[src/mmm_pkg.sv]
// Shared types and constants for the matrix multiply engine.
`timescale 1ns / 1ps

package mmm_pkg;

	localparam int ELEM_W = 16;
	localparam int PROD_W = 2 * ELEM_W;
	localparam int SUM_W  = 48;
	localparam int SIZE_W = 5;

	typedef enum logic [1:0] {
		KIND_WR_A = 2'd0,
		KIND_WR_B = 2'd1,
		KIND_REQ  = 2'd2,
		KIND_NONE = 2'd3
	} kind_t;

	typedef enum logic [3:0] {
		ST_IDLE  = 4'b0001,
		ST_ISSUE = 4'b0010,
		ST_WAIT  = 4'b0100,
		ST_DONE  = 4'b1000
	} state_t;

	// control for the multiply-accumulate unit, aligned with the read data
	typedef struct packed {
		logic clr;
		logic vld;
		logic last;
	} mac_ctrl_t;

endpackage

[src/mmm_mac.sv]
// Pipelined signed multiply-accumulate with a saturating 48-bit total.
`timescale 1ns / 1ps

module mmm_mac (
	input  logic                                  clk,
	input  logic                                  arst_n,
	input  mmm_pkg::mac_ctrl_t                    ctrl,
	input  logic signed [mmm_pkg::ELEM_W-1:0]     a,
	input  logic signed [mmm_pkg::ELEM_W-1:0]     b,
	output logic signed [mmm_pkg::SUM_W-1:0]      acc,
	output logic                                  done
);
	import mmm_pkg::*;

	logic signed [PROD_W-1:0] prod_s2;
	logic                     vld_s2;
	logic                     last_s2;
	logic signed [SUM_W-1:0]  acc_q;
	logic signed [SUM_W:0]    sum_ext;
	logic signed [SUM_W-1:0]  sum_sat;

	always_ff @(posedge clk or negedge arst_n) begin
		if (!arst_n) begin
			vld_s2  <= 1'b0;
			last_s2 <= 1'b0;
		end else begin
			vld_s2  <= ctrl.vld;
			last_s2 <= ctrl.last;
		end
	end

	always_ff @(posedge clk) begin
		prod_s2 <= a * b;
	end

	always_comb begin
		sum_ext = {acc_q[SUM_W-1], acc_q} + (SUM_W+1)'(prod_s2);
		if (sum_ext[SUM_W] != sum_ext[SUM_W-1])
			sum_sat = sum_ext[SUM_W] ? {1'b1, {(SUM_W-1){1'b0}}} : {1'b0, {(SUM_W-1){1'b1}}};
		else
			sum_sat = sum_ext[SUM_W-1:0];
	end

	always_ff @(posedge clk) begin
		if (ctrl.clr)
			acc_q <= '0;
		else if (vld_s2)
			acc_q <= sum_sat;
	end

	assign acc  = acc_q;
	// final term lands in the accumulator at this edge
	assign done = vld_s2 & last_s2;

endmodule

[config.mk]
export PLATFORM = sky130hd
export DESIGN_NAME = mmm_mac
export DESIGN_NICKNAME = d
export VERILOG_FILES = /design/src/mmm_pkg.sv /design/src/mmm_mac.sv
export SDC_FILE = /design/constraint.sdc
export NUM_CORES = 1
export LEC_CHECK = 0
export BUFFER_PORTS_ARGS = -buffer_cell sky130_fd_sc_hd__buf_2
export CORE_MARGIN = 1.5
export CORE_UTILIZATION = 38
export CTS_CLUSTER_SIZE = 24
export DETAILED_ROUTE_END_ITERATION = 10
export GPL_TIMING_DRIVEN = 0
export PLACE_DENSITY = 0.58
export SLEW_MARGIN = 40
export SYNTH_ARGS = -nofsm -noshare
export SYNTH_HDL_FRONTEND = slang
export SYNTH_SLANG_ARGS = --single-unit
export TNS_END_PERCENT = 20
[constraint.sdc]
create_clock -name clk -period 7.91 [get_ports clk]
set_clock_uncertainty 0.15 [all_clocks]
set_input_delay 1.582 -clock clk [delete_from_list [all_inputs] [get_ports clk]]
set_output_delay 1.582 -clock clk [all_outputs]
set_load 0.03 [all_outputs]
* Yosys cells after proc, flatten, opt, wreduce, memory -nomap -nowiden
Cells that the tools add are included.
Storage, ports and cells: bits in registers 82, input bits 37
Cells by class: add/sub/neg operators 1, multipliers 1, equality and inequality tests 1, mux-type cells 2, bitwise logic cells 1
Operator list (count):
- $mux 48 | 2
- $add 48x32->49 | 1
- $mul 16x16->32 | 1
- $and 1x1->1 | 1
- $ne 1x1->1 | 1

* Longest topological paths before layout
depth in word-level cells 3, gate-level depth with buffers 24, mapped depth without buffers 23

* Worst setup path after synthesis
Ideal clock, no wire load.
path kind input port to flip-flop, start in a[11] (netlist bit), end reg prod_s2[29], arrival time 7.221 ns, path slack 0.467 ns, cell stages on the path 22, buffers on the path 1, path through clkbuf_1 -> nand2_1 -> fa_1 -> fa_1 -> fa_1 -> inv_1 -> fa_1 -> fa_1 -> inv_1 -> fa_1 -> inv_1 -> ha_1 -> a21o_1 -> a21o_1 -> a21oi_1 -> nor2_1 -> a211oi_1 -> o31ai_1 -> or4_1 -> a31o_2 -> a21oi_1 -> xnor2_1
Between the ends: longest elaborated chain between the ends 1
Ends and longest elaborated chain:
- start: declaration | line mmm_mac.sv:8 | input logic signed [mmm_pkg::ELEM_W-1:0] a,
- $mul 16x16->32 | line mmm_mac.sv:33 | prod_s2 <= a * b;
- end signal: assignment | line mmm_mac.sv:33
- end: declaration | line mmm_mac.sv:15 | logic signed [PROD_W-1:0] prod_s2;
Every way passes these cells. A chain may end at the register's enable or synchronous reset.

* Worst setup path in the final report
start in b[4] (netlist bit), end reg prod_s2[29]
Between the ends: longest elaborated chain between the ends 1
Ends and longest elaborated chain:
- start: declaration | line mmm_mac.sv:9 | input logic signed [mmm_pkg::ELEM_W-1:0] b,
- $mul 16x16->32 | line mmm_mac.sv:33
Every way passes these cells.

==> key figures <==
Status
  • Status: complete, no violations

Setup path
  • Critical path cell sequence: buf_2 -> clkbuf_2 -> and2_1 -> fa_1 -> inv_1 -> fa_1 -> fa_1 -> inv_1 -> fa_1 -> fa_1 -> fa_1 -> ha_1 -> a21o_1 -> a21o_1 -> a21oi_1 -> nand3b_1 -> a211oi_2 -> o31ai_1 -> or4_1 -> a31o_2 -> a21oi_1 -> xnor2_1
  • Worst Path Required: 8.04 ns
  • CP startpoint kind: primary input
  • Crit path max-delay family: adder cells
  • CP Class: in -> reg
  • CP endpoint kind: register
  • Slowest CP cell: fa_1
  • CP Buf/Inv Count: 4
  • Cell mode on critical path: fa_1
  • Critical Path AT: 7.85 ns
  • Max FO, Critical Path: 10
  • Slowest cell delay on critical path: 0.60 ns

Floorplanning
  • Initial Util: 0.3877
  • Core area: 40010 sq um
  • Die height: 205.0 microns
  • Width of the chip: 205.0 microns
  • Die ar.: 42040 sq um
  • Num ports: 86
  • Standard-cell row count: 73

CTS
  • Total CTS buffers: 9
  • Clock transition at path regs: 0.07 ns
  • TritonCTS clock tree: built
  • Max clock buf depth: 2
  • Htree depth: 3
  • CTS sink cnt: 82
  • Clk Latency, worst-skew pair: 0.36 ns
  • Root buf cell: clkbuf_16

Layout
  • Nets: 2254
  • Fill count: 4045
  • Antenna Diode Count: 0
  • Synth-to-Final Area Change: 8.971%
  • Layout Utilization: 0.4225
  • Share of cells above drive strength 1: 0.1028

Detailed routing
  • Initial DRC Count: 612
  • Router iterations before antenna repair: 5
  • DR vias/cell: 5.070
  • Routed length per instance: 17.28 microns
  • Post-route ant nets: 0
  • WL met2: 18.43 mm
  • Highest metal used: met4
  • Remaining routing DRC violations: 0
  • Routed wl met3: 1.831 mm
  • Wirelength, routed: 40.67 mm
  • WL met1: 19.85 mm
  • Vias: 11.93k

Synthesis
  • Post-synth top cells: inv_1 (309), fa_1 (263), nand2_1 (164)
  • Dominant synthesized flop cell: dfxtp_1
  • EDFF count, synth: 0
  • Synth Warn #: 0
  • Adder-cell share of the synthesized area: 0.4764
  • Avg Cell Area, Syn: 8.924 sq um
  • Seq cells post-synth: 82
  • Post-Syn Instances: 1738
  • Synth area leader: fa_1
  • Largest family of logic cells by synthesized area: adder cells
  • Syn Nets: 2168
  • Mapped cell area: 15510 sq um
  • Xor and xnor fraction of the mapped netlist area: 0.04461
  • Simple-Gate Fraction of Synth Area: 0.1525
  • Top-count cell post-synth: inv_1
  • Post-synthesis compound-gate area fraction: 0.1242
  • Sequential share of the synthesized area: 0.1065
  • Top post-synthesis cells by area: fa_1 (34%), ha_1 (10%), dfxtp_1 (10%)
  • Synth unique cells: 69
  • Mux cell area share after synthesis: 0.0006454
  • Async SR Flop Fraction: 0.02439
  • Share of Yosys cell area claimed by the top area cell type: 0.3395

STA
  • Period utilization: 0.9764
  • RSZ-0062 raised after global routing: yes
  • Slew HR: 0.4750
  • Slew @ Worst Pin: 0.7803 ns
  • Final hold vios: 0
  • Endpoints failing setup: 0
  • Final worst path period need: 7.723 ns
  • Slew Limit Fails: 0
  • Max frequency: 129.5 MHz

Place
  • Hpwl dp: 35.60 mm
  • I/O Buffers: 84
  • Gpl congestion: 0.9179

GRT
  • Largest net degree at the start of global routing: 18
  • GRT Total Usage: 0.1990
  • Overflow after GRT: 0
  • Vias in the first global route: 12.11k
  • First-pass GRT wire length: 65.14 mm
  • Initial antenna violation count: 0

Hold path
  • Hold WC Path Type: reg -> reg

Job
  • Max Cap Viol: 0
-- what timing repair did --
item                                   CTS  global route
hold buffers                             0             0
setup endpoints to repair                2             2
resized for setup                        6            15
pin swaps                                0             0
endpoints found under the hold margin    0             0
buffers inserted                         0             0
-- layout by cell type (no fill, tap or decap), drive strengths merged, types with 4 or more instances in the layout --
master    n
clkbuf   55
and3      8
a211o     4
xnor2    51
o21bai   10
ha      130
fa      263
buf     101
nand2b   12
inv     312
dfxtp    80
nand4    13
a221oi    4
a41oi     4
a21o     27
nor3     20
xor2     28
o21ai    42
a21oi    73
nand3    23
a31oi     4
nor2     88
a31o      5
maj3     47
nand2   164
o31ai     6
a211oi   55
and2    132
o21a      6
o211ai   10
nor2b     5
-- tightest hold or removal path, stage by stage, from the launching register on --
cell	delay (ns)
dfxtp_1	0.33
nor2_1	0.09
a211oi_1	0.05
-- layer usage --
layer / up-vias / track usage
li1: 5756 / -
met1: 5877 / 0.2891
met2: 275 / 0.3214
met3: 26 / 0.01925
met4: 0 / 0.03936
met5: - / 0
-- sequential cells by signal, summed over array words and instances (netlist names) --
signal / cells
acc: 48
prod_s2: 32
last_s2: 1
vld_s2: 1
-- layout make-up --
cell class,count,area [sq um],share of cell area
timing repair buffer,84,420.4,0.02487
buffer,63,297.8,0.01762
sequential,82,1652,0.09772
tap,525,656.9,0.03887
clock buffer,9,225.2,0.01333
clock inverter,7,85.08,0.005034
inverter,309,1160,0.06863
multi-input combinational,1275,12400,0.7339
-- cell families (layout without fill, tap and decap cells) --
| kind of cell | after synthesis | in the layout |
|---|---|---|
| and+or+nand+nor | 482 | 482 |
| buffers and inverters | 381 | 472 |
| xor gates and xnor gates | 79 | 79 |
| adders and majority gates | 440 | 440 |
| AOI/OAI and AO/OA | 273 | 273 |
| DFF | 82 | 82 |
| muxes | 1 | 1 |
-- path summary, 6_finish.rpt --
kind | from | depth (start not counted) | slack [ns] | end
hold reg to reg | acc[35] | 2 | 0.36 | acc[35]
setup reg to reg | prod_s2[31] | 14 | 3.43 | acc[27]
hold / removal | acc[35] | 2 | 0.36 | acc[35]
setup / recovery | b[4] | 22 | 0.19 | prod_s2[29]
max in group asynchronous | arst_n | 1 | 6.67 | last_s2
min in group asynchronous | arst_n | 1 | 0.84 | vld_s2
-- per-stage QoR --
step | hold slack (ns) | setup WS [ns] | setup TNS (ns) | instance area (sq um) | cells
after global placement | 0.3449 | -0.5663 | -1.504 | 16590 | 2347
after detailed placement | 0.3495 | -0.5134 | -1.368 | 16590 | 2347
after floorplan | 0.4704 | 0.4667 | 0 | 15510 | 1738
after global routing | 0.3925 | -0.01704 | -0.01704 | 16900 | 2354
final | 0.3614 | 0.1870 | 0 | 16900 | 2354
after CTS | 0.3590 | 0.008808 | 0 | 16870 | 2355
Power is left out: the tool's default activity adds up to more than one toggle a clock period on the data nets, which glitch-free logic cannot reach.
